===== config.mk =====
export PLATFORM = sky130hd
export DESIGN_NAME = buffer_pool_lru_allocator
export DESIGN_NICKNAME = d
export VERILOG_FILES = /design/src/rtl/bplru_pkg.sv /design/src/rtl/bplru_ram.sv /design/src/rtl/bplru_ctrl.sv /design/src/rtl/bplru_dp.sv /design/src/rtl/buffer_pool_lru_allocator.sv
export SDC_FILE = /design/constraint.sdc
export NUM_CORES = 1
export LEC_CHECK = 0
export BUFFER_PORTS_ARGS = -buffer_cell sky130_fd_sc_hd__buf_2
export CELL_PAD_IN_SITES_DETAIL_PLACEMENT = 1
export CELL_PAD_IN_SITES_GLOBAL_PLACEMENT = 1
export CORE_UTILIZATION = 59
export CTS_BUF_LIST = sky130_fd_sc_hd__clkbuf_8 sky130_fd_sc_hd__clkbuf_16
export CTS_CLUSTER_DIAMETER = 120
export DETAILED_ROUTE_END_ITERATION = 6
export HOLD_SLACK_MARGIN = 0.1
export PLACE_DENSITY = 0.85
export SLEW_MARGIN = 20
export SYNTH_ARGS = -nofsm -noshare
export SYNTH_HDL_FRONTEND = slang
export SYNTH_SLANG_ARGS = --single-unit
export TNS_END_PERCENT = 20

===== constraint.sdc =====
create_clock -name clk -period 9 [get_ports clk]
set_input_delay 2.7 -clock clk [delete_from_list [all_inputs] [get_ports clk]]
set_output_delay 2.7 -clock clk [all_outputs]
set_load 0.01 [all_outputs]

===== src/rtl/bplru_pkg.sv =====
// Shared constants, codes and control types of the LRU buffer pool allocator.
// Used by the controller, the datapath and the top level; depends on nothing.
package bplru_pkg;

  // Pool geometry
  localparam int POOL_SLOTS = 8;
  localparam int DIM_BITS   = 16;
  localparam int SLOT_W     = (POOL_SLOTS > 1) ? $clog2(POOL_SLOTS) : 1;
  localparam int TIME_W     = 32;
  localparam int DIMS_W     = 2 * DIM_BITS;

  // Input item layout in in_tdata (command travels in in_tuser)
  localparam int IN_TDATA_W = 72;
  localparam int IN_TUSER_W = 2;
  localparam int W_LSB      = 0;
  localparam int H_LSB      = 16;
  localparam int NOW_LSB    = 32;
  localparam int OK_BIT     = 64;
  localparam int IDX_LSB    = 65;
  localparam int IDX_W      = 3;

  // Result item layout in out_tdata
  localparam int OUT_TDATA_W = 8;
  localparam int ST_W        = 3;
  localparam int GRANT_W     = 3;

  // Commands
  localparam logic [1:0] CMD_ACQUIRE = 2'd0;
  localparam logic [1:0] CMD_RELEASE = 2'd1;
  localparam logic [1:0] CMD_FLUSH   = 2'd2;

  // Result status codes
  localparam logic [2:0] ST_REUSED     = 3'd0;
  localparam logic [2:0] ST_FILLED     = 3'd1;
  localparam logic [2:0] ST_REPLACED   = 3'd2;
  localparam logic [2:0] ST_NONE_FREE  = 3'd3;
  localparam logic [2:0] ST_ALLOC_FAIL = 3'd4;
  localparam logic [2:0] ST_RELEASED   = 3'd5;
  localparam logic [2:0] ST_NOT_POOLED = 3'd6;
  localparam logic [2:0] ST_FLUSHED    = 3'd7;

  typedef logic [SLOT_W-1:0] slot_t;

  // Controller to datapath
  typedef struct packed {
    logic load;       // capture the input item, clear the scan trackers
    logic scan_step;  // issue a slot read and advance the scan counter
    logic exec;       // commit the decision and load the result register
  } ctrl_cmd_t;

  // Datapath to controller
  typedef struct packed {
    logic in_acq;     // offered item is an acquire
    logic scan_last;  // the read issued now is the last slot
    logic out_free;   // result register can take a new item
  } ctrl_sts_t;

endpackage


===== src/rtl/bplru_ram.sv =====
// Generic single write port, single read port RAM with registered read data.
// Stand-alone; no package needed.
module bplru_ram #(
  parameter int WIDTH = 32,
  parameter int DEPTH = 8
) (
  input  logic                                       clk,
  input  logic                                       we,
  input  logic [((DEPTH > 1) ? $clog2(DEPTH) : 1)-1:0] waddr,
  input  logic [WIDTH-1:0]                           wdata,
  input  logic [((DEPTH > 1) ? $clog2(DEPTH) : 1)-1:0] raddr,
  output logic [WIDTH-1:0]                           rdata
);

  logic [WIDTH-1:0] mem_r [DEPTH];
  logic [WIDTH-1:0] rdata_r;

  // Write and registered read
  always_ff @(posedge clk) begin
    if (we) begin
      mem_r[waddr] <= wdata;
    end
    rdata_r <= mem_r[raddr];
  end

  assign rdata = rdata_r;

endmodule


===== src/rtl/bplru_ctrl.sv =====
// Sequencer of the buffer pool allocator: accept, slot scan, commit.
// Depends on bplru_pkg for the command and status structs.
module bplru_ctrl
  import bplru_pkg::*;
(
  input  logic      clk,
  input  logic      rst_n,
  input  logic      in_tvalid,
  output logic      in_tready,
  input  ctrl_sts_t sts,
  output ctrl_cmd_t cmd
);

  localparam logic [1:0] S_IDLE = 2'd0;
  localparam logic [1:0] S_SCAN = 2'd1;
  localparam logic [1:0] S_WAIT = 2'd2;
  localparam logic [1:0] S_EXEC = 2'd3;

  logic [1:0] state_r;
  logic [1:0] state_nxt;

  // Next state and commands
  always_comb begin
    state_nxt = state_r;
    cmd       = '0;
    in_tready = 1'b0;
    unique case (state_r)
      S_IDLE: begin
        in_tready = 1'b1;
        if (in_tvalid) begin
          cmd.load  = 1'b1;
          state_nxt = sts.in_acq ? S_SCAN : S_EXEC;
        end
      end
      S_SCAN: begin
        cmd.scan_step = 1'b1;
        if (sts.scan_last) begin
          state_nxt = S_WAIT;
        end
      end
      S_WAIT: begin
        // last slot's read data is evaluated here
        state_nxt = S_EXEC;
      end
      S_EXEC: begin
        if (sts.out_free) begin
          cmd.exec  = 1'b1;
          state_nxt = S_IDLE;
        end
      end
      default: begin
        state_nxt = S_IDLE;
      end
    endcase
  end

  always_ff @(posedge clk) begin
    if (!rst_n) begin
      state_r <= S_IDLE;
    end else begin
      state_r <= state_nxt;
    end
  end

endmodule


===== src/rtl/bplru_dp.sv =====
// Datapath of the buffer pool allocator: slot marks, slot RAMs, scan trackers,
// decision logic and result register. Depends on bplru_pkg and bplru_ram.
module bplru_dp
  import bplru_pkg::*;
(
  input  logic                   clk,
  input  logic                   rst_n,
  input  logic [IN_TDATA_W-1:0]  in_tdata,
  input  logic [IN_TUSER_W-1:0]  in_tuser,
  output logic                   out_tvalid,
  input  logic                   out_tready,
  output logic [OUT_TDATA_W-1:0] out_tdata,
  input  ctrl_cmd_t              cmd,
  output ctrl_sts_t              sts
);

  // Captured request
  logic [1:0]          req_cmd_r;
  logic [DIM_BITS-1:0] req_w_r;
  logic [DIM_BITS-1:0] req_h_r;
  logic [TIME_W-1:0]   req_now_r;
  logic                req_ok_r;
  logic [IDX_W-1:0]    req_idx_r;

  // Slot marks
  logic [POOL_SLOTS-1:0] valid_r;
  logic [POOL_SLOTS-1:0] busy_r;

  // Scan
  slot_t scan_r;
  slot_t rd_idx_r;
  logic  rd_vld_r;

  // Trackers
  logic              hit_found_r;
  slot_t             hit_idx_r;
  logic              emp_found_r;
  slot_t             emp_idx_r;
  logic              vic_found_r;
  slot_t             vic_idx_r;
  logic [TIME_W-1:0] vic_last_r;

  // RAM ports
  logic [DIMS_W-1:0] dims_rd;
  logic [TIME_W-1:0] time_rd;
  logic              dims_we;
  logic              time_we;
  slot_t             wr_slot;

  // Decision
  logic [ST_W-1:0]    res_status;
  logic [GRANT_W-1:0] res_grant;
  logic               res_disc;
  logic               set_vb;     // mark wr_slot valid and busy
  logic               set_busy;   // mark wr_slot busy only
  logic               clr_busy;   // clear busy of wr_slot
  logic               clr_slot;   // clear valid and busy of wr_slot
  logic               clr_all;
  slot_t              rel_slot;
  logic               rel_ok;

  // Result register
  logic                   out_valid_r;
  logic [OUT_TDATA_W-1:0] out_data_r;

  assign rel_slot = SLOT_W'(req_idx_r);
  assign rel_ok   = (32'(req_idx_r) < POOL_SLOTS) && valid_r[rel_slot];

  // Status to controller
  assign sts.in_acq    = (in_tuser == CMD_ACQUIRE);
  assign sts.scan_last = (scan_r == SLOT_W'(POOL_SLOTS - 1));
  assign sts.out_free  = !out_valid_r || out_tready;

  // Request capture
  always_ff @(posedge clk) begin
    if (cmd.load) begin
      req_cmd_r <= in_tuser;
      req_w_r   <= in_tdata[W_LSB +: DIM_BITS];
      req_h_r   <= in_tdata[H_LSB +: DIM_BITS];
      req_now_r <= in_tdata[NOW_LSB +: TIME_W];
      req_ok_r  <= in_tdata[OK_BIT];
      req_idx_r <= in_tdata[IDX_LSB +: IDX_W];
    end
  end

  // Slot size and last-use stores
  bplru_ram #(.WIDTH(DIMS_W), .DEPTH(POOL_SLOTS)) u_dims_ram (
    .clk   (clk),
    .we    (dims_we),
    .waddr (wr_slot),
    .wdata ({req_h_r, req_w_r}),
    .raddr (scan_r),
    .rdata (dims_rd)
  );

  bplru_ram #(.WIDTH(TIME_W), .DEPTH(POOL_SLOTS)) u_time_ram (
    .clk   (clk),
    .we    (time_we),
    .waddr (wr_slot),
    .wdata (req_now_r),
    .raddr (scan_r),
    .rdata (time_rd)
  );

  // Scan counter and read-data tag
  always_ff @(posedge clk) begin
    if (!rst_n) begin
      rd_vld_r <= 1'b0;
    end else begin
      rd_vld_r <= cmd.scan_step;
    end
  end

  always_ff @(posedge clk) begin
    if (cmd.load) begin
      scan_r <= '0;
    end else if (cmd.scan_step) begin
      scan_r <= scan_r + 1'b1;
    end
    rd_idx_r <= scan_r;
  end

  // Trackers: first size match, first empty slot, oldest free slot
  always_ff @(posedge clk) begin
    if (cmd.load) begin
      hit_found_r <= 1'b0;
      emp_found_r <= 1'b0;
      vic_found_r <= 1'b0;
    end else if (rd_vld_r) begin
      if (!hit_found_r && valid_r[rd_idx_r] && !busy_r[rd_idx_r]
          && dims_rd == {req_h_r, req_w_r}) begin
        hit_found_r <= 1'b1;
        hit_idx_r   <= rd_idx_r;
      end
      if (!emp_found_r && !valid_r[rd_idx_r]) begin
        emp_found_r <= 1'b1;
        emp_idx_r   <= rd_idx_r;
      end
      if (!busy_r[rd_idx_r] && (!vic_found_r || time_rd < vic_last_r)) begin
        vic_found_r <= 1'b1;
        vic_idx_r   <= rd_idx_r;
        vic_last_r  <= time_rd;
      end
    end
  end

  // Decision for the captured command
  always_comb begin
    res_status = ST_NOT_POOLED;
    res_grant  = '0;
    res_disc   = 1'b0;
    wr_slot    = '0;
    dims_we    = 1'b0;
    time_we    = 1'b0;
    set_vb     = 1'b0;
    set_busy   = 1'b0;
    clr_busy   = 1'b0;
    clr_slot   = 1'b0;
    clr_all    = 1'b0;
    case (req_cmd_r)
      CMD_ACQUIRE: begin
        if (hit_found_r) begin
          wr_slot    = hit_idx_r;
          time_we    = cmd.exec;
          set_busy   = 1'b1;
          res_status = ST_REUSED;
          res_grant  = GRANT_W'(hit_idx_r);
        end else if (emp_found_r) begin
          wr_slot   = emp_idx_r;
          res_grant = GRANT_W'(emp_idx_r);
          if (req_ok_r) begin
            dims_we    = cmd.exec;
            time_we    = cmd.exec;
            set_vb     = 1'b1;
            res_status = ST_FILLED;
          end else begin
            res_status = ST_ALLOC_FAIL;
          end
        end else if (vic_found_r) begin
          wr_slot   = vic_idx_r;
          res_grant = GRANT_W'(vic_idx_r);
          res_disc  = 1'b1;
          if (req_ok_r) begin
            dims_we    = cmd.exec;
            time_we    = cmd.exec;
            set_vb     = 1'b1;
            res_status = ST_REPLACED;
          end else begin
            clr_slot   = 1'b1;
            res_status = ST_ALLOC_FAIL;
          end
        end else begin
          res_status = ST_NONE_FREE;
        end
      end
      CMD_RELEASE: begin
        res_grant = req_idx_r;
        wr_slot   = rel_slot;
        if (rel_ok) begin
          time_we    = cmd.exec;
          clr_busy   = 1'b1;
          res_status = ST_RELEASED;
        end else begin
          res_status = ST_NOT_POOLED;
          res_disc   = 1'b1;
        end
      end
      CMD_FLUSH: begin
        clr_all    = 1'b1;
        res_status = ST_FLUSHED;
        res_disc   = |valid_r;
      end
      default: begin
        res_status = ST_NOT_POOLED;
      end
    endcase
  end

  // Slot marks
  always_ff @(posedge clk) begin
    if (!rst_n) begin
      valid_r <= '0;
      busy_r  <= '0;
    end else if (cmd.exec) begin
      if (clr_all) begin
        valid_r <= '0;
        busy_r  <= '0;
      end else begin
        if (set_vb) begin
          valid_r[wr_slot] <= 1'b1;
          busy_r[wr_slot]  <= 1'b1;
        end
        if (set_busy) begin
          busy_r[wr_slot] <= 1'b1;
        end
        if (clr_busy) begin
          busy_r[wr_slot] <= 1'b0;
        end
        if (clr_slot) begin
          valid_r[wr_slot] <= 1'b0;
          busy_r[wr_slot]  <= 1'b0;
        end
      end
    end
  end

  // Result register
  always_ff @(posedge clk) begin
    if (!rst_n) begin
      out_valid_r <= 1'b0;
    end else if (cmd.exec) begin
      out_valid_r <= 1'b1;
    end else if (out_tready) begin
      out_valid_r <= 1'b0;
    end
  end

  always_ff @(posedge clk) begin
    if (cmd.exec) begin
      out_data_r <= {1'b0, res_disc, res_grant, res_status};
    end
  end

  assign out_tvalid = out_valid_r;
  assign out_tdata  = out_data_r;

endmodule


===== src/rtl/buffer_pool_lru_allocator.sv =====
// LRU buffer pool allocator, top level.
// Depends on bplru_pkg, bplru_ctrl, bplru_dp (and bplru_ram through the datapath).
//
// Usage:
//   Input channel in_*: one item per request. in_tuser carries the command
//   (acquire, release, flush); in_tdata carries width, height, now_ms,
//   alloc_ok and slot_index. Result channel out_*: exactly one item per
//   request, with status, granted_slot and discarded packed in out_tdata.
//   Sequencing: an acquire scans every slot through the slot RAMs, one slot
//   a cycle, then evaluates the last slot's read data and commits; release,
//   flush and the unused command skip the scan and go straight to commit.
//   Requests are handled one at a time; the next is taken the cycle after
//   the commit, even while the result waits in the output register.
//   Reset (rst_n low, synchronous) empties the pool: every slot is marked
//   invalid and not busy, and no result is pending. Slot sizes and times
//   need no clearing as their values only matter for valid slots.
//   If the receiver stalls, the result is held in the output register and
//   a following request completes its scan, then waits before committing.
module buffer_pool_lru_allocator
  import bplru_pkg::*;
(
  input  logic                   clk,
  input  logic                   rst_n,
  input  logic                   in_tvalid,
  output logic                   in_tready,
  // [15:0] width, [31:16] height, [63:32] now_ms, [64] alloc_ok,
  // [67:65] slot_index, [71:68] zero
  input  logic [IN_TDATA_W-1:0]  in_tdata,
  // [1:0] command
  input  logic [IN_TUSER_W-1:0]  in_tuser,
  output logic                   out_tvalid,
  input  logic                   out_tready,
  // [2:0] status, [5:3] granted_slot, [6] discarded, [7] zero
  output logic [OUT_TDATA_W-1:0] out_tdata
);

  ctrl_cmd_t cmd;
  ctrl_sts_t sts;

  // Sequencer
  bplru_ctrl u_ctrl (
    .clk       (clk),
    .rst_n     (rst_n),
    .in_tvalid (in_tvalid),
    .in_tready (in_tready),
    .sts       (sts),
    .cmd       (cmd)
  );

  // Slot state and decision logic
  bplru_dp u_dp (
    .clk        (clk),
    .rst_n      (rst_n),
    .in_tdata   (in_tdata),
    .in_tuser   (in_tuser),
    .out_tvalid (out_tvalid),
    .out_tready (out_tready),
    .out_tdata  (out_tdata),
    .cmd        (cmd),
    .sts        (sts)
  );

endmodule

# --- Word level (Yosys, flattened, before mapping) ---
# Memories as Yosys holds them, arrays and structs flattened. A register that Yosys moved wholly into a read port is not among the register bits.
# Index checks and enable logic that the tools add are counted.
word_totals:
  wordCells: 157
  ramBits: 512
  n_memories: 2
  ff_bits: 147
  in_bits: 78
  output_inout_bits: 10
op_classes:
  n_mux: 84
  order_cmp: 5
  n_bitwise: 8
  addsub: 1
  n_reduce_logical: 26
  eq_ne: 10
memory_table:
  columns: ["memory", "depth", "width", "rd", "rd_ports_with_merged_regs", "write_ports", "line", "source"]
  rows:
  - ["u_dp.u_dims_ram.mem_r", 8, 32, 1, 1, 1, "bplru_ram.sv:15", "logic [WIDTH-1:0] mem_r [DEPTH];"]
  - ["u_dp.u_time_ram.mem_r", 8, 32, 1, 1, 1, "bplru_ram.sv:15", null]
op_table:
  columns: ["operator", "n"]
  rows:
  - ["2-to-1 mux 8 bit", 20]
  - ["2-to-1 mux 1 bit", 42]
  - ["== test 32 bit", 1]
  - ["less-than comparator 32 bit", 1]
  - ["bitwise AND 8 bit", 3]
  - ["2-to-1 mux 3 bit", 8]
  - ["OR 8 bit", 3]
  - ["less-than comparator 3 x 4 -> 1 bit, second input constant", 3]
  - ["AND reduction 3 bit", 4]
  - ["2-to-1 mux 2 bit", 5]
  - ["binary-select mux 1 bit (select 3 bit)", 3]
  - ["case mux 3 bit (3 select lines)", 1]
  - ["inverter 8 bit", 1]
  - ["case mux 2 bit (4 select lines)", 1]
  - ["OR reduction 8 bit", 1]
  - ["== test 2 bit, second input constant", 3]
  - ["logical AND 1 bit", 6]
  - ["logical NOT 1 bit", 6]
  - ["logical NOT 2 bit", 3]
  - ["inequality test 2 bit, second input constant", 3]
  - ["case mux 3 bit (2 select lines)", 1]
  - ["AND reduction 2 bit", 3]
  - ["== test 2 x 1 -> 1 bit, second input constant", 2]
  - ["adder 3 x 1 -> 3 bit, second input constant", 1]
  - ["other kinds (8)", 9]

# --- Depth between registers and ports, before layout ---
logic_depth:
  depth_word: 26
  depth_mapped: 10
  ltp_nobuf: 8

# --- Modules after synthesis ---
# Synthesis repeated with hierarchy kept, for this count alone.
unflattened:
  cells_unflattened: 1308
  area_unflattened_um2: 27457.6
modules_own_cells:
  columns: ["module", "area_per_inst_um2", "instances", "seq_area_each_um2", "cells_each"]
  rows:
  - ["bplru_ram", 10466.3, 2, 8328.0, 415]
  - ["bplru_dp", 6341.1, 1, 4083.9, 456]
  - ["bplru_ctrl", 183.9, 1, 40.0, 22]

# --- Worst setup path before layout ---
# OpenSTA, ideal clock, no wires.
synth_path:
  path_type: "input to register"
  from: "input port out_tready"
  to: "register u_dp.valid_r[1]"
  slack_ns: 3.762
  path_stages: 6
  required_time_ns: 8.936
  setup_ns: 0.064
  path_buffers: 1
  t_arrival_ns: 5.174
  path_cell_list: "nand2b_1 > nand2_1 > or3_1 > clkbuf_1 > nor2_1 > o221a_2"
synth_via:
  elab_chain_len: 3
synth_rtl:
  columns: ["item", "line", "source"]
  rows:
  - ["start, declared", "buffer_pool_lru_allocator.sv:32", "input logic out_tready,"]
  - ["logical OR 1 bit", "bplru_dp.sv:72", "assign sts.out_free = !out_valid_r || out_tready;"]
  - ["2-to-1 mux 1 bit", "bplru_ctrl.sv:46", "if (sts.out_free) begin"]
  - ["2-to-1 mux 1 bit", "bplru_ctrl.sv:27", "unique case (state_r)"]
  - ["end signal, assigned", "bplru_dp.sv:222", "valid_r <= '0;"]
  - ["end signal, assigned", "bplru_dp.sv:226", "valid_r <= '0;"]
  - ["end signal, assigned by index", "bplru_dp.sv:230", "valid_r[wr_slot] <= 1'b1;"]
  - ["end, declared", "bplru_dp.sv:26", "logic [POOL_SLOTS-1:0] valid_r;"]
# Every way passes these cells.
# A chain may end at the register's enable or synchronous reset.

# --- Final worst setup path ---
layout_path:
  from: "input port in_tvalid"
  to: "register u_dp.vic_last_r[8] (enable)"
layout_via:
  elab_chain_len: 4
layout_rtl:
  columns: ["item", "line", "source"]
  rows:
  - ["start, declared", "buffer_pool_lru_allocator.sv:24", "input logic in_tvalid,"]
  - ["2-to-1 mux 1 bit", "bplru_ctrl.sv:30", "if (in_tvalid) begin"]
  - ["2-to-1 mux 1 bit", "bplru_ctrl.sv:27", null]
  - ["inverter 1 bit (no line)", null, null]
  - ["AND reduction 3 bit (no line)", null, null]
  - ["end signal, assigned", "bplru_dp.sv:142", "vic_last_r <= time_rd;"]
  - ["end, declared", "bplru_dp.sv:41", "logic [TIME_W-1:0] vic_last_r;"]
# Every way passes these cells.

==> results.ini <==
[global_route]
gr-total-overflow = 0
grt_pass1_wl_microns = 96900
grt_usage_pct = 29.0
grt_pass1_vias = 14300
antenna_found_initial = 0
grt_max_degree = 61

[final_layout]
n_antenna_cell = 0
nFillCells = 3448
seq_area_sq_um = 20800
layout.cells.non_filler = 2064
syn2layout_area_growth_pct = 13.7
drive_gt1_share_pct = 31.2
final_area_sq_um = 30700
final_util_pct = 68.7
final_nets = 1533
multi_input_area_sq_um = 5960

[sta]
fmax_mhz = 211
finalHoldViolations = 0
fin_skew_ns = 0.0272
rsz0062_at_grt = false
layout_setup_ws_ns = 4.25
setup_viol = 0
slew_viol_final = 0
layout_min_cycle_time_ns = 4.75
slew_headroom_pct = 26.0
setup_tns_ns = 0
fin_crit_sh_pct = 52.8
whs_ns = 0.447
tightest_slew_ns = 1.11

[yosys]
synth-seq-cells = 723
synth_area_leader_cell = edfxtp_1
yosysTopAreaCellShare_pct = 70.2
ys.flop_type = edfxtp_1
synth_nets = 1395
synth_cells = 1276
post_synth.cell_area_avg_sq_um = 21.1
yosys-top-cells-area = edfxtp_1, mux4_2, dfxtp_1
ys_warn_count = 0
synth_seq_area_share_pct = 77.1
async_reset_ff_share_pct = 0
synth_cell_types = 60
synth_edf_count = 630
syn_area_sq_um = 27000

[placement]
place.port_buffers = 82
dp_hpwl_microns = 31800
placedCellCount = 1932
gp_congestion = 0.806
pre_cts_ws_ns = 3.79
placed_area_sq_um = 28200

[pwr]
powerDensity_nw_per_um2 = 294
total_power_mw = 9.03
peakVddDrop_v = 0.000225
p_leak_nw = 10.2

[status]
status = finished, final reports clean

[clock_network]
cts_setup_buffers = 0
cts_max_path_buffers = 3
insertion_delay_ns = 0.62
cts_root_buffer = clkbuf_16
cts_tree = done
clk_pin_slew_worst_paths_ns = 0.07
htree_levels = 3
numCtsBuffers = 72
cts_resized = 0
cts_sinks = 723
postCtsHoldBufs = 0

[die]
core_area_sq_um = 44600
dieArea_sq_um = 46600
dieHeight_microns = 216
io_pins = 88
placementRows = 77
die_w_microns = 216
start_util_pct = 60.4

[route]
drt_iter0_drc = 1368
vias_per_cell = 6.47
vias = 13400
post_drt_wl_per_cell_microns = 31.4
drc = 0
ant_nets = 0
routed_wirelength_microns = 64800
firstDrtPassIters = 5

[critical_path]
startpoint = in_tvalid
arrival_ns = 5.01
crit_fanout = 26
startpoint_type = primary input
endpoint_kind = flop
r2r_start = u_dp.req_cmd_r[1]
required_ns = 9.26
worstSetupPathType = in2reg

[worst_hold_path]
hold_path_class = reg2reg
hold_start = u_dp.u_time_ram.rdata[0]

[run]
drv_cap = 0

[worst max-delay path: stages]
cell	delay [ns]
buf_2	0.11
nand2_1	0.27
nand2_1	0.19
a211oi_4	0.35
o21ai_0	0.14
a221oi_1	0.22
o21a_1	0.54
buf_4	0.48
[cell usage after synthesis, types with 2 or more instances]
master	number
and3b_1	2
nor2_1	37
mux2_2	65
a221o_1	2
o21a_1	2
a22oi_1	2
a21oi_1	13
inv_2	2
mux4_2	131
inv_1	42
ha_1	41
a21o_1	15
nor3_1	4
o21ai_0	4
buf_1	4
buf_2	14
mux2i_1	4
a22o_1	6
o221a_2	9
dfxtp_1	93
nand2_1	15
o211a_1	2
edfxtp_1	630
o221ai_1	2
nand2b_1	5
and2_1	2
xnor2_1	32
o21ai_1	7
mux4_1	2
o41ai_1	5
o31ai_1	3
a211oi_1	3
nor2b_1	4
nand4_1	12
nor4_1	3
nand3_1	13
clkbuf_1	21
[final timing paths]
check,endpoint,slack (ns),depth (start not counted)
worst min-delay path,u_dp.vic_last_r[0],0.45,0
worst min register to register,u_dp.vic_last_r[0],0.45,0
worst max register to register,u_dp.u_dims_ram.mem_r[7][19],5.37,8
worst max-delay path,u_dp.vic_last_r[8],4.25,8
[cell families (layout without fill, tap and decap cells)]
| logic type | after synthesis | in the layout | share of synthesized area [%] |
|---|---|---|---|
| buf+inv | 86 | 282 | 1.31 |
| other cells | 1 | 1 | 0.0139 |
| compound gates | 85 | 85 | 2.62 |
| xor+xnor | 33 | 33 | 1.07 |
| fa+ha+maj | 41 | 41 | 1.90 |
| flops | 723 | 723 | 77.1 |
| mux | 202 | 202 | 14.0 |
| simple gates | 105 | 105 | 2.01 |
[layout make-up]
cell class	instances	share of cell area, %
Timing Repair Buffer	105	1.90
Multi-Input combinational cell	467	19.4
Inverter	45	0.559
Clock buffer	84	6.45
Tap cell	592	2.42
Clock inverter	48	1.46
Sequential cell	723	67.8
[routing by layer]
metal / vias up / wire length [microns] / track usage, %
met3: 112 / 4200 / 4.68
met4: 0 / 1630 / 8.94
li1: 5460 / - / -
met1: 7111 / 25800 / 39.4
met5: - / 0 / 0
met2: 676 / 33200 / 48.6
[state kept, by name, summed over array words and instances, names as in the netlist, 2 cells and up]
name and cells:
u_dp.u_time_ram.rdata 32, u_dp.req_h_r 16, u_dp.vic_idx_r 3, u_dp.vic_last_r 32
u_dp.u_time_ram.mem_r 256, u_dp.rel_slot 3, u_dp.rd_idx_r 3, u_dp.hit_idx_r 3
u_dp.emp_idx_r 3, u_dp.req_now_r 32, u_ctrl.state_r 2, u_dp.u_dims_ram.mem_r 256
u_dp.scan_r 3, u_dp.out_tdata 7, u_dp.u_dims_ram.rdata 32, u_dp.valid_r 8
u_dp.req_w_r 16, u_dp.busy_r 8, u_dp.req_cmd_r 2
[cells in the final DEF, fill, tap and decap left out, types with 3 or more instances in the layout]
cell | Yosys | routed
a211oi_1 | 3 | 3
buf_4 | 1 | 23
mux2i_1 | 4 | 4
a22o_1 | 6 | 6
clkbuf_8 | 0 | 11
ha_1 | 41 | 41
inv_1 | 42 | 51
clkbuf_16 | 0 | 73
o31ai_1 | 3 | 3
a21oi_1 | 13 | 13
o221a_2 | 9 | 9
edfxtp_1 | 630 | 630
dfxtp_1 | 93 | 90
mux2_2 | 65 | 65
bufinv_16 | 0 | 7
o21ai_1 | 7 | 7
dfxtp_4 | 0 | 3
nor4_1 | 3 | 3
a21o_1 | 15 | 15
nor3_1 | 4 | 3
nand2_1 | 15 | 15
clkinv_2 | 1 | 16
o41ai_1 | 5 | 5
nor2_4 | 0 | 16
nand3_1 | 13 | 13
xnor2_1 | 32 | 32
buf_2 | 14 | 82
clkinv_1 | 0 | 8
nand2b_1 | 5 | 5
o21ai_0 | 4 | 4
nor2b_1 | 4 | 4
mux4_2 | 131 | 131
nor2_1 | 37 | 21
inv_6 | 0 | 4
nand4_1 | 12 | 12
[where the power goes]
| group | leakage, nW | internal [mW] | switching (mW) |
|---|---|---|---|
| sequential | 6.48 | 4.13 | 0.407 |
| combinational | 2.53 | 0.667 | 0.713 |
| clock | 1.24 | 1.79 | 1.32 |
| total | 10.2 | 6.58 | 2.44 |
(Power assumes the default switching activity.)
